[src/sv/dda_pkg.sv]
// ----------------------------------------------------------------------------
// dda_pkg
// Shared types and constants for the line rasterizer with color interpolation.
// ----------------------------------------------------------------------------
package dda_pkg;

    localparam int COORD_BITS = 12;
    localparam int FRAC_BITS  = 16;
    localparam int COLOR_BITS = 24;
    localparam int POS_BITS   = COORD_BITS + FRAC_BITS;
    localparam int INC_BITS   = FRAC_BITS + 2;
    localparam int CACC_BITS  = COLOR_BITS + 1 + FRAC_BITS;
    localparam int CNT_BITS   = COORD_BITS + 1;
    localparam int SQ_BITS    = 2 * COORD_BITS + 2;
    localparam int DVD_BITS   = COLOR_BITS + FRAC_BITS;
    localparam int ADDR_BITS  = 32;
    localparam int BPP_BITS   = 4;
    localparam int PITCH_BITS = 16;

    localparam logic       MODE_LOAD = 1'b0;
    localparam logic       MODE_STEP = 1'b1;
    localparam logic [1:0] REG_BPP   = 2'd0;
    localparam logic [1:0] REG_PITCH = 2'd1;
    localparam logic [1:0] REG_BASE  = 2'd2;

    typedef struct packed {
        logic                         mode;
        logic signed [COORD_BITS-1:0] start_x;
        logic signed [COORD_BITS-1:0] start_y;
        logic        [COLOR_BITS-1:0] start_color;
        logic signed [COORD_BITS-1:0] end_x;
        logic signed [COORD_BITS-1:0] end_y;
        logic        [COLOR_BITS-1:0] end_color;
    } request_t;

    typedef struct packed {
        logic [ADDR_BITS-1:0]  pixel_address;
        logic [COLOR_BITS-1:0] pixel_color;
        logic                  last_pixel;
    } result_t;

    typedef enum logic [4:0] {
        ST_IDLE = 5'b00001,
        ST_SQRT = 5'b00010,
        ST_DIVX = 5'b00100,
        ST_DIVY = 5'b01000,
        ST_DIVC = 5'b10000
    } seq_state_t;

endpackage

[src/sv/dda_isqrt.sv]
// ----------------------------------------------------------------------------
// dda_isqrt
// Integer square root, one result bit per cycle.
// ----------------------------------------------------------------------------
module dda_isqrt
    import dda_pkg::*;
(
    input  logic                clk,
    input  logic                rst_n,
    input  logic                start,
    input  logic [SQ_BITS-1:0]  radicand,
    output logic                done,
    output logic [CNT_BITS-1:0] root
);

    logic [SQ_BITS-1:0] n_reg,   n_next;
    logic [SQ_BITS-1:0] res_reg, res_next;
    logic [SQ_BITS-1:0] bit_reg, bit_next;
    logic               busy_reg, busy_next;
    logic               done_reg, done_next;
    logic [SQ_BITS:0]   trial;

    always_comb
    begin
        n_next    = n_reg;
        res_next  = res_reg;
        bit_next  = bit_reg;
        busy_next = busy_reg;
        done_next = 1'b0;
        trial     = {1'b0, res_reg} + {1'b0, bit_reg};
        if (start)
        begin
            n_next    = radicand;
            res_next  = '0;
            bit_next  = {2'b01, {(SQ_BITS-2){1'b0}}};
            busy_next = 1'b1;
        end
        else if (busy_reg)
        begin
            if ({1'b0, n_reg} >= trial)
            begin
                n_next   = n_reg - trial[SQ_BITS-1:0];
                res_next = (res_reg >> 1) + bit_reg;
            end
            else
            begin
                res_next = res_reg >> 1;
            end
            bit_next = bit_reg >> 2;
            if (bit_reg[0])
            begin
                busy_next = 1'b0;
                done_next = 1'b1;
            end
        end
    end

    always_ff @(posedge clk or negedge rst_n)
    begin
        if (!rst_n)
        begin
            busy_reg <= 1'b0;
            done_reg <= 1'b0;
        end
        else
        begin
            busy_reg <= busy_next;
            done_reg <= done_next;
        end
    end

    always_ff @(posedge clk)
    begin
        n_reg   <= n_next;
        res_reg <= res_next;
        bit_reg <= bit_next;
    end

    assign done = done_reg;
    assign root = res_reg[CNT_BITS-1:0];

endmodule

[src/sv/dda_div.sv]
// ----------------------------------------------------------------------------
// dda_div
// Restoring unsigned divider, one quotient bit per cycle.
// ----------------------------------------------------------------------------
module dda_div
    import dda_pkg::*;
(
    input  logic                clk,
    input  logic                rst_n,
    input  logic                start,
    input  logic [DVD_BITS-1:0] dividend,
    input  logic [CNT_BITS-1:0] divisor,
    output logic                done,
    output logic [DVD_BITS-1:0] quotient
);

    localparam int CNT_W = $clog2(DVD_BITS);

    logic [DVD_BITS-1:0] q_reg,   q_next;
    logic [CNT_BITS-1:0] rem_reg, rem_next;
    logic [CNT_BITS-1:0] dsr_reg, dsr_next;
    logic [CNT_W-1:0]    cnt_reg, cnt_next;
    logic                busy_reg, busy_next;
    logic                done_reg, done_next;
    logic [CNT_BITS:0]   shifted;
    logic [CNT_BITS:0]   diff;

    always_comb
    begin
        q_next    = q_reg;
        rem_next  = rem_reg;
        dsr_next  = dsr_reg;
        cnt_next  = cnt_reg;
        busy_next = busy_reg;
        done_next = 1'b0;
        shifted   = {rem_reg, q_reg[DVD_BITS-1]};
        diff      = shifted - {1'b0, dsr_reg};
        if (start)
        begin
            q_next    = dividend;
            rem_next  = '0;
            dsr_next  = divisor;
            cnt_next  = CNT_W'(DVD_BITS - 1);
            busy_next = 1'b1;
        end
        else if (busy_reg)
        begin
            // The dividend shifts out at the top while quotient bits enter below.
            if (shifted >= {1'b0, dsr_reg})
            begin
                rem_next = diff[CNT_BITS-1:0];
                q_next   = {q_reg[DVD_BITS-2:0], 1'b1};
            end
            else
            begin
                rem_next = shifted[CNT_BITS-1:0];
                q_next   = {q_reg[DVD_BITS-2:0], 1'b0};
            end
            cnt_next = cnt_reg - 1'b1;
            if (cnt_reg == '0)
            begin
                busy_next = 1'b0;
                done_next = 1'b1;
            end
        end
    end

    always_ff @(posedge clk or negedge rst_n)
    begin
        if (!rst_n)
        begin
            busy_reg <= 1'b0;
            done_reg <= 1'b0;
        end
        else
        begin
            busy_reg <= busy_next;
            done_reg <= done_next;
        end
    end

    always_ff @(posedge clk)
    begin
        q_reg   <= q_next;
        rem_reg <= rem_next;
        dsr_reg <= dsr_next;
        cnt_reg <= cnt_next;
    end

    assign done     = done_reg;
    assign quotient = q_reg;

endmodule

[src/sv/dda_line_color_interpolator_top.sv]
// ----------------------------------------------------------------------------
// dda_line_color_interpolator_top
// Line rasterizer: sets up a line, then emits one pixel address and color per
// step request.
// ----------------------------------------------------------------------------
// A step request yields one pixel while pixels remain; a load request holds
// off the next request while the bit-serial square root forms the step count
// and then while the shared bit-serial divider makes three passes for the x, y
// and color increments. A zero-length line skips the divider. No request is
// taken while a load is in progress or a pixel waits at the output under stall.
module dda_line_color_interpolator_top
    import dda_pkg::*;
(
    input  logic                  clk,
    input  logic                  rst_n,
    input  logic                  request_valid,
    output logic                  request_stall,
    input  request_t              request,
    output logic                  result_valid,
    input  logic                  result_stall,
    output result_t               result,
    input  logic                  write_en,
    input  logic [1:0]            write_index,
    input  logic [ADDR_BITS-1:0]  write_data
);

    logic [BPP_BITS-1:0]   bpp_reg;
    logic [PITCH_BITS-1:0] pitch_reg;
    logic [ADDR_BITS-1:0]  base_reg;

    seq_state_t state_reg, state_next;

    logic signed [POS_BITS-1:0]  x_pos_reg, x_pos_next;
    logic signed [POS_BITS-1:0]  y_pos_reg, y_pos_next;
    logic signed [CACC_BITS-1:0] c_acc_reg, c_acc_next;
    logic signed [INC_BITS-1:0]  x_inc_reg, x_inc_next;
    logic signed [INC_BITS-1:0]  y_inc_reg, y_inc_next;
    logic signed [CACC_BITS-1:0] c_inc_reg, c_inc_next;
    logic [CNT_BITS-1:0]         left_reg, left_next;

    logic signed [COORD_BITS:0]   dx_reg, dx_next;
    logic signed [COORD_BITS:0]   dy_reg, dy_next;
    logic signed [COLOR_BITS:0]   dc_reg, dc_next;

    logic       out_valid_reg, out_valid_next;
    result_t    out_reg, out_next;

    logic                sqrt_start;
    logic                sqrt_done;
    logic [SQ_BITS-1:0]  sq;
    logic [CNT_BITS-1:0] root;
    logic                div_start_reg, div_start_next;
    logic                div_done;
    logic [DVD_BITS-1:0] dividend;
    logic [DVD_BITS-1:0] quotient;
    logic [COLOR_BITS-1:0] mag;
    logic                  div_neg;
    logic [CACC_BITS-1:0]  signed_q;

    logic accept;
    logic emit;

    logic signed [COORD_BITS-1:0] xi;
    logic signed [COORD_BITS-1:0] yi;
    logic signed [COLOR_BITS:0]   ci;
    logic [ADDR_BITS-1:0]         x_off;
    logic [ADDR_BITS-1:0]         y_off;

    logic signed [COORD_BITS:0]   ldx;
    logic signed [COORD_BITS:0]   ldy;
    logic [2*COORD_BITS+1:0]      dx2;
    logic [2*COORD_BITS+1:0]      dy2;

    assign request_stall = (state_reg != ST_IDLE) || (out_valid_reg && result_stall);
    assign accept        = request_valid && !request_stall;
    assign emit          = accept && (request.mode == MODE_STEP) && (left_reg != '0);
    assign sqrt_start    = accept && (request.mode == MODE_LOAD);

    assign ldx = (COORD_BITS+1)'(request.end_x) - (COORD_BITS+1)'(request.start_x);
    assign ldy = (COORD_BITS+1)'(request.end_y) - (COORD_BITS+1)'(request.start_y);

    // Squared length is formed at load from the request fields directly.
    always_comb
    begin
        dx2 = '0;
        dy2 = '0;
        sq  = '0;
        dx2 = $unsigned((2*COORD_BITS+2)'(dx_next) * (2*COORD_BITS+2)'(dx_next));
        dy2 = $unsigned((2*COORD_BITS+2)'(dy_next) * (2*COORD_BITS+2)'(dy_next));
        sq  = SQ_BITS'(dx2 + dy2);
    end

    dda_isqrt u_isqrt (
        .clk      (clk),
        .rst_n    (rst_n),
        .start    (sqrt_start),
        .radicand (sq),
        .done     (sqrt_done),
        .root     (root)
    );

    // Divider source follows the sequencer state.
    always_comb
    begin
        mag     = '0;
        div_neg = 1'b0;
        unique case (state_reg)
            ST_DIVY:
            begin
                mag     = COLOR_BITS'(dy_reg < 0 ? -dy_reg : dy_reg);
                div_neg = dy_reg < 0;
            end
            ST_DIVC:
            begin
                mag     = COLOR_BITS'(dc_reg < 0 ? -dc_reg : dc_reg);
                div_neg = dc_reg < 0;
            end
            default:
            begin
                mag     = COLOR_BITS'(dx_reg < 0 ? -dx_reg : dx_reg);
                div_neg = dx_reg < 0;
            end
        endcase
        dividend = {mag, {FRAC_BITS{1'b0}}};
        signed_q = div_neg ? -{1'b0, quotient} : {1'b0, quotient};
    end

    dda_div u_div (
        .clk      (clk),
        .rst_n    (rst_n),
        .start    (div_start_reg),
        .dividend (dividend),
        .divisor  (left_reg),
        .done     (div_done),
        .quotient (quotient)
    );

    // Fixed-point values truncate toward zero: round up negatives with a fraction.
    always_comb
    begin
        xi = COORD_BITS'(x_pos_reg >>> FRAC_BITS)
           + COORD_BITS'(x_pos_reg[POS_BITS-1] && (x_pos_reg[FRAC_BITS-1:0] != '0));
        yi = COORD_BITS'(y_pos_reg >>> FRAC_BITS)
           + COORD_BITS'(y_pos_reg[POS_BITS-1] && (y_pos_reg[FRAC_BITS-1:0] != '0));
        ci = (COLOR_BITS+1)'(c_acc_reg >>> FRAC_BITS)
           + (COLOR_BITS+1)'(c_acc_reg[CACC_BITS-1] && (c_acc_reg[FRAC_BITS-1:0] != '0));
        x_off = ADDR_BITS'($unsigned(ADDR_BITS'(xi)) * {{(ADDR_BITS-BPP_BITS){1'b0}}, bpp_reg});
        y_off = ADDR_BITS'($unsigned(ADDR_BITS'(yi))
              * {{(ADDR_BITS-PITCH_BITS){1'b0}}, pitch_reg});
    end

    always_comb
    begin
        state_next     = state_reg;
        x_pos_next     = x_pos_reg;
        y_pos_next     = y_pos_reg;
        c_acc_next     = c_acc_reg;
        x_inc_next     = x_inc_reg;
        y_inc_next     = y_inc_reg;
        c_inc_next     = c_inc_reg;
        left_next      = left_reg;
        dx_next        = dx_reg;
        dy_next        = dy_reg;
        dc_next        = dc_reg;
        div_start_next = 1'b0;
        out_next       = out_reg;
        out_valid_next = out_valid_reg && result_stall;

        if (sqrt_start)
        begin
            dx_next = ldx;
            dy_next = ldy;
            dc_next = $signed({1'b0, request.end_color}) - $signed({1'b0, request.start_color});
        end

        unique case (state_reg)
            ST_IDLE:
            begin
                if (sqrt_start)
                begin
                    x_pos_next = {request.start_x, {FRAC_BITS{1'b0}}};
                    y_pos_next = {request.start_y, {FRAC_BITS{1'b0}}};
                    c_acc_next = {1'b0, request.start_color, {FRAC_BITS{1'b0}}};
                    state_next = ST_SQRT;
                end
                else if (emit)
                begin
                    out_next.pixel_address = base_reg + x_off + y_off;
                    out_next.pixel_color   = ci[COLOR_BITS-1:0];
                    out_next.last_pixel    = (left_reg == CNT_BITS'(1));
                    out_valid_next         = 1'b1;
                    x_pos_next = x_pos_reg + POS_BITS'(x_inc_reg);
                    y_pos_next = y_pos_reg + POS_BITS'(y_inc_reg);
                    c_acc_next = c_acc_reg + c_inc_reg;
                    left_next  = left_reg - 1'b1;
                end
            end
            ST_SQRT:
            begin
                if (sqrt_done)
                begin
                    left_next  = root;
                    x_inc_next = '0;
                    y_inc_next = '0;
                    c_inc_next = '0;
                    if (root == '0)
                    begin
                        state_next = ST_IDLE;
                    end
                    else
                    begin
                        div_start_next = 1'b1;
                        state_next     = ST_DIVX;
                    end
                end
            end
            ST_DIVX:
            begin
                if (div_done)
                begin
                    x_inc_next     = signed_q[INC_BITS-1:0];
                    div_start_next = 1'b1;
                    state_next     = ST_DIVY;
                end
            end
            ST_DIVY:
            begin
                if (div_done)
                begin
                    y_inc_next     = signed_q[INC_BITS-1:0];
                    div_start_next = 1'b1;
                    state_next     = ST_DIVC;
                end
            end
            ST_DIVC:
            begin
                if (div_done)
                begin
                    c_inc_next = signed_q;
                    state_next = ST_IDLE;
                end
            end
            default:
            begin
                state_next = ST_IDLE;
            end
        endcase
    end

    always_ff @(posedge clk or negedge rst_n)
    begin
        if (!rst_n)
        begin
            state_reg     <= ST_IDLE;
            out_valid_reg <= 1'b0;
            div_start_reg <= 1'b0;
            x_pos_reg     <= '0;
            y_pos_reg     <= '0;
            c_acc_reg     <= '0;
            x_inc_reg     <= '0;
            y_inc_reg     <= '0;
            c_inc_reg     <= '0;
            left_reg      <= '0;
            bpp_reg       <= BPP_BITS'(4);
            pitch_reg     <= PITCH_BITS'(4096);
            base_reg      <= '0;
        end
        else
        begin
            state_reg     <= state_next;
            out_valid_reg <= out_valid_next;
            div_start_reg <= div_start_next;
            x_pos_reg     <= x_pos_next;
            y_pos_reg     <= y_pos_next;
            c_acc_reg     <= c_acc_next;
            x_inc_reg     <= x_inc_next;
            y_inc_reg     <= y_inc_next;
            c_inc_reg     <= c_inc_next;
            left_reg      <= left_next;
            if (write_en)
            begin
                unique case (write_index)
                    REG_BPP:   bpp_reg   <= write_data[BPP_BITS-1:0];
                    REG_PITCH: pitch_reg <= write_data[PITCH_BITS-1:0];
                    REG_BASE:  base_reg  <= write_data;
                    default:   base_reg  <= base_reg;
                endcase
            end
        end
    end

    always_ff @(posedge clk)
    begin
        dx_reg  <= dx_next;
        dy_reg  <= dy_next;
        dc_reg  <= dc_next;
        out_reg <= out_next;
    end

    assign result_valid = out_valid_reg;
    assign result       = out_reg;

endmodule

[config.mk]
export PLATFORM = sky130hd
export DESIGN_NAME = dda_line_color_interpolator_top
export DESIGN_NICKNAME = d
export VERILOG_FILES = /design/src/sv/dda_pkg.sv /design/src/sv/dda_isqrt.sv /design/src/sv/dda_div.sv /design/src/sv/dda_line_color_interpolator_top.sv
export SDC_FILE = /design/constraint.sdc
export NUM_CORES = 2
export LEC_CHECK = 0
export BUFFER_PORTS_ARGS = -buffer_cell sky130_fd_sc_hd__buf_2
export CAP_MARGIN = 5
export CORE_UTILIZATION = 50
export DETAILED_ROUTE_END_ITERATION = 8
export GPL_TIMING_DRIVEN = 0
export PLACE_DENSITY_LB_ADDON = 0.1
export SETUP_SLACK_MARGIN = 0.3
export SYNTH_ARGS = -nofsm -noshare
export SYNTH_HDL_FRONTEND = slang
export SYNTH_SLANG_ARGS = --single-unit
[constraint.sdc]
create_clock -name clk -period 10.1 [get_ports clk]
set_input_delay 2.02 -clock clk [delete_from_list [all_inputs] [get_ports clk]]
set_output_delay 2.02 -clock clk [all_outputs]
set_load 0.05 [all_outputs]
# After elaboration in Yosys (flattened, before gate mapping)

Cells that the tools add are included.

Register bits: 495
Input bits: 136
Output and inout bits: 59
Logic and storage cells: 176

$add $sub $neg: 22
Multipliers: 4
Magnitude comparators: 5
Equality and inequality tests: 16
Muxes and demuxes: 59
Bitwise gates (word level): 2
Reductions and logical operators: 37

Operators with widths:

| kind                                                                          | count |
|---|---|
| 41-bit two-way mux                                                            | 5 |
| 28-bit two-way mux                                                            | 4 |
| 26-bit two-way mux                                                            | 4 |
| 41-bit case mux with 2 select lines                                           | 1 |
| 40-bit two-way mux                                                            | 2 |
| 13-bit two-way mux                                                            | 6 |
| 24-bit two-way mux                                                            | 3 |
| 18-bit case mux with 2 select lines                                           | 2 |
| 32-bit adder                                                                  | 2 |
| 28-bit by 18-bit adder with 28-bit output                                     | 2 |
| 13-bit by 13-bit multiplier with 26-bit output                                | 2 |
| 13-bit negation with 24-bit output                                            | 2 |
| 24-bit case mux with 2 select lines                                           | 1 |
| 16-bit nonzero test                                                           | 3 |
| 41-bit adder                                                                  | 1 |
| 40-bit negation with 41-bit output                                            | 1 |
| 18-bit two-way mux                                                            | 2 |
| 12-bit by 17-bit multiplier with 29-bit output                                | 1 |
| 26-bit by 25-bit adder with 27-bit output                                     | 1 |
| 26-bit by 27-bit greater-or-equal comparator with 1-bit output                | 1 |
| 25-bit by 25-bit adder with 26-bit output                                     | 1 |
| 26-bit adder                                                                  | 1 |
| 13-bit by 1-bit less-than comparator with 1-bit output, second input constant | 2 |
| 13-bit case mux with 2 select lines                                           | 1 |
| other kinds (42)                                                              | 94 |

# Depth between registers and ports, before layout

Word-level depth: 9
Gate-level depth with buffers: 40

# Hierarchy

A second synthesis with hierarchy kept.

Cell total of the unflattened synthesis: 5764
Area, all modules: 53274.8 um^2

Modules (own cells, without submodules):

| module                          | times used | cells an instance | area each (um^2) |
|---|---|---|---|
| dda_line_color_interpolator_top | 1          | 4787              | 43843.3 |
| dda_isqrt                       | 1          | 698               | 5819.3 |
| dda_div                         | 1          | 279               | 3612.2 |

# Worst setup path before layout

OpenSTA, ideal clock, no wires.

Path kind: input to register
Start point: input port request[24] (netlist name)
End point: register u_isqrt.n_reg[25], data pin
Setup time: 0.176 ns
Arrival time: 10.568 ns
Data required time: 9.924 ns
Path slack: -0.644 ns
Stages: 37
Buffers on the path: 1
Cell sequence: inv_1 > ha_1 > inv_1 > fa_1 > a21o_1 > a21o_1 > a21o_1 > a21o_1 > a21o_1 > a31o_2 > a21oi_1 > nor2b_1 > o21a_1 > inv_1 > clkbuf_1 > nand2_1 > fa_1 > inv_1 > fa_1 > inv_1 > fa_1 > inv_1 > fa_1 > inv_1 > fa_1 > fa_1 > inv_1 > fa_1 > ha_1 > a21o_1 > a311oi_1 > o21bai_1 > a221o_1 > a21oi_1 > o21ai_1 > and4b_1 > o32ai_1

Word-level cells in the longest chain between the ends: 5

Ends and longest elaborated chain:

| item                                           | line                                   | source |
|---|---|---|
| from (decl)                                    | dda_line_color_interpolator_top.sv:18  | `input request_t request,` |
| 12-bit by 12-bit subtractor with 13-bit output | dda_line_color_interpolator_top.sv:80  | `assign ldy = (COORD_BITS+1)'(request.end_y) - (COORD_BITS+1)'(request.start_y);` |
| 13-bit two-way mux                             | dda_line_color_interpolator_top.sv:169 | `if (sqrt_start)` |
| net dy_next[12]                                | dda_line_color_interpolator_top.sv:42  | `logic signed [COORD_BITS:0] dy_reg, dy_next;` |
| 13-bit by 13-bit multiplier with 26-bit output | dda_line_color_interpolator_top.sv:89  | `dy2 = $unsigned((2*COORD_BITS+2)'(dy_next) * (2*COORD_BITS+2)'(dy_next));` |
| 26-bit adder                                   | dda_line_color_interpolator_top.sv:90  | `sq = SQ_BITS'(dx2 + dy2);` |
| 26-bit two-way mux                             | dda_isqrt.sv:31                        | `if (start)` |
| net u_isqrt.n_next[25]                         | dda_isqrt.sv:16                        | `logic [SQ_BITS-1:0] n_reg, n_next;` |
| to (signal assigned)                           | dda_isqrt.sv:74                        | `n_reg <= n_next;` |
| to (decl)                                      | dda_isqrt.sv:16                        |  |

The timed path passes the listed nets, and every way through them passes these cells.
A chain may end at the register's enable or synchronous reset.

# Final worst setup path

Start point: input port request[24] (netlist name)
End point: register u_isqrt.n_reg[25], data pin

Word-level cells in the longest chain between the ends: 5

Ends and longest elaborated chain:

| item                                           | line |
|---|---|
| 12-bit by 12-bit subtractor with 13-bit output | dda_line_color_interpolator_top.sv:80 |
| 13-bit two-way mux                             | dda_line_color_interpolator_top.sv:169 |
| 13-bit by 13-bit multiplier with 26-bit output | dda_line_color_interpolator_top.sv:89 |
| 26-bit adder                                   | dda_line_color_interpolator_top.sv:90 |
| 26-bit two-way mux                             | dda_isqrt.sv:31 |
| net u_isqrt.n_next[25]                         | dda_isqrt.sv:16 |

The timed path passes the listed nets, and every way through them passes these cells.

==> reports/qor.yml <==
run_status:
  run_status: "finished, final reports clean"
place:
  dp.cells: 7312
  number_of_port_buffers: 194
  gpl.final_weighted_congestion: 0.9284
  post-dp-hpwl_mm: 120.6
  pre_cts_ws_ps: -1658
setup_path:
  critical_path.slowest_cell: "fa_2"
  worst_path_most_repeated_cell: "fa_1"
  setup.worst_path.start_class: "primary input"
  timing.setup.critical_path_class: "in2reg"
  cp-endpoint: "u_isqrt.n_reg[25]"
  worst_ep_required_time_ps: 10580
  rr_startpoint: "y_pos_reg[12]"
  path_max_fanout: 4
  data_arrival_time_of_the_critical_path_ps: 10460
  end_kind: "register"
  setup.reg_to_reg.worst_slack_ps: 520
  r2r.worst_path.cells: 37
  critical-path-max-stage-delay_ps: 580
  critical_path.startpoint: "request[24]"
  r2r-end: "result[56]"
synth:
  synth_flop_cell: "dfrtp_1"
  netlist-cell-type-count: 90
  post_synth_design_cell_area_um2: 52380
  syn-num-nets: 6888
  synth_top_area_share_pct: 20.79
  synth.top_cells.by_area: "fa_1 21%, dfrtp_1 12%, ha_1 11%, edfxtp_1 8.3%, inv_1 6.0%"
  syn-instance-count: 5733
  synth_area_per_cell_um2: 9.136
  synth.ff_latch_count: 495
  yosys_warnings: 0
  synth-edff-count: 145
  asyncSetResetFlopFracSynth_pct: 50.51
  seq_area_frac_synth_pct: 24.09
  synth.largest_area_cell: "fa_1"
clock_tree:
  tritoncts.num_buffers: 59
  cts-root-to-sink-buffers: 3
  cts_tree: "done"
  cts.clk_slew.worst_paths_ps: 70
  cts_max_level: 2
  clock_sink_count: 495
  worstSkewPairLatency_ps: 680
  cts_root_buffer: "clkbuf_16"
routing:
  drtIter0Drc: 3041
  detail_route.drc_violations: 0
  vias: 41600
  routed_met1_length_mm: 68.87
  post_drt_via_cell_ratio: 5.541
  wl_per_cell_um: 19.89
  met3WireLength_mm: 10.90
  postRouteWirelength_mm: 149.4
  route.antenna.remaining_nets: 0
  dr.max_layer_used: "met5"
  drtPass1Iterations: 6
  met2RoutedLength_mm: 65.83
floorplanning:
  die-area_um2: 106100
  coreArea_um2: 103600
  io_pins: 195
  die_span_in_x_um: 325.7
  std_cell_rows: 118
  floorplan.initialDensity_pct: 50.54
  die_h_um: 325.7
worst_hold_path:
  hold_path_startpoint: "x_inc_reg[2]"
  min_path_type: "reg2reg"
sta:
  finalSetupTns_ps: 0
  final.period_utilization_pct: 98.84
  worst_clock_skew_on_the_final_layout_ps: 42.35
  relSlewSlack_pct: 6.596
  period_needed_ps: 9983
  hold_viol_final: 0
  layout_setup_ws_ps: 117.5
  setup_viol: 0
  timing_worst_slew_pin_value_ps: 1401
  highest_clock_rate_ghz: 0.1002
  finalMaxSlewViolations: 0
  grt_setup_unrepaired: "yes"
cells_and_area:
  finish.cell_count_without_fillers: 7508
  number_of_flip_flops_under_the_largest_register_name: 57
  fin_nets: 7220
  synthToLayoutAreaGrowth_pct: 13.21
  final.fill_count: 9365
  layout-drive-gt1-share_pct: 11.54
global_routing:
  largest_net_degree_at_the_start_of_global_routing: 115
  grt_pass1_vias: 41410
  groute.usage.overall_pct: 28.39
  grt_antenna_before_repair: 20
  grt_first_pass_wirelength_mm: 235.6
  grt.overflow.total: 0
job:
  max_cap_violations: 0
[cell usage in the layout, fill, tap and decap left out, types with 70 or more instances in the layout]
cell type / instances
nand3_1: 114
and2_1: 81
nor3_1: 70
clkbuf_1: 132
dfrtp_1: 246
xnor2_1: 216
ha_1: 459
buf_2: 198
a21o_1: 107
xor2_1: 167
o21ai_0: 326
fa_1: 518
nor2_1: 371
inv_1: 825
dfxtp_1: 100
nand2_1: 551
a21oi_1: 216
edfxtp_1: 145
[repair_timing]
action                                  in CTS  in global routing
hold buffers                                 0                  0
endpoints found under the setup margin      24                 15
endpoints found under the hold margin        0                  0
resized for setup                          178                114
cloned                                       1                  0
setup buffers                               47                 24
pin swaps                                   66                 77
[cells in the mapped netlist, types with 14 or more instances]
cell and number:
o21bai_1 27, nand3_1 118, and2_1 82, dfrtp_1 247, a22oi_1 48, a211oi_1 42, or2_2 24, nand2_1 559
nor3_1 74, and3_1 32, a31oi_1 40, clkbuf_1 153, a21o_1 107, nand2b_1 63, a21oi_1 231, a21boi_0 16
fa_1 544, xor2_1 171, nand3b_1 14, mux2_2 57, o31ai_1 31, nor2b_1 61, edfxtp_1 145, nor4_1 24
o21a_1 48, o211ai_1 25, dfxtp_1 100, xnor2_1 230, nor2_1 399, o21ai_0 338, nand4_1 24, inv_1 842
ha_1 475, or3_1 28, mux2i_1 71, o21ai_1 36
[routing by layer]
metal  GRT usage, %  vias up
met5              0        -
met4          7.399       10
met3          4.512      220
met2          43.39     1183
met1          41.81    20430
li1               -    19760
[how the worst min path moves through the flow]
stage / to / slack, ps / cells after the start
after detailed placement: u_div.cnt_reg[0] / 480 / 2
after floorplan: u_div.dsr_reg[12] / 440 / 0
final: x_inc_reg[2] / 480 / 2
after global routing: u_div.rem_reg[10] / 500 / 2
after global placement: c_acc_reg[40] / 470 / 1
after CTS: u_div.rem_reg[10] / 490 / 2
[worst max-delay path, delay by kind of cell]
family | cells | cell delay, ps
adder cells (fa/ha/maj) | 10 | 4290
AO/OA/AOI/OAI | 15 | 2790
buffers and inverters | 7 | 620
multiplexers | 1 | 310
AND/OR/NAND/NOR | 2 | 310
XOR/XNOR | 1 | 90
[area by class of cell]
| cell class | instances | area (µm²) | share of cell area, % |
|---|---|---|---|
| antenna | 12 | 30.03 | 0.05064 |
| tap | 1380 | 1727 | 2.912 |
| clock inverter | 25 | 304.0 | 0.5128 |
| sequential | 495 | 12620 | 21.28 |
| buffer | 174 | 869.6 | 1.467 |
| timing repair buffer | 271 | 1719 | 2.899 |
| multi-input combinational | 4210 | 37000 | 62.40 |
| inverter | 854 | 3261 | 5.499 |
| clock buffer | 87 | 1769 | 2.984 |
[through the flow]
stage | area (µm²) | util (%) | hold slack (ps)
2_1_floorplan | 52680 | - | 441.3
3_3_place_gp | 55370 | 53.43 | 465.0
3_5_place_dp | 55520 | 53.57 | 475.5
4_1_cts | 58710 | 56.65 | 486.7
5_1_grt | 59270 | 57.18 | 503.0
6_report | 59300 | 57.21 | 484.4
[cell families (layout without fill, tap and decap cells)]
kind of cell	after synthesis	after routing	share of synthesized area (%)
simple gates	1542	1542	13.61
xor+xnor	402	402	6.748
compound gates	1118	1118	13.44
flops	495	495	24.09
mux	128	128	2.582
other cells	1	13	0.007160
buf+inv	1028	1411	7.386
fa+ha+maj	1019	1019	32.14
Power is not shown: default switching activity piles up to over one toggle a cycle in this logic, so the estimate is an artifact.
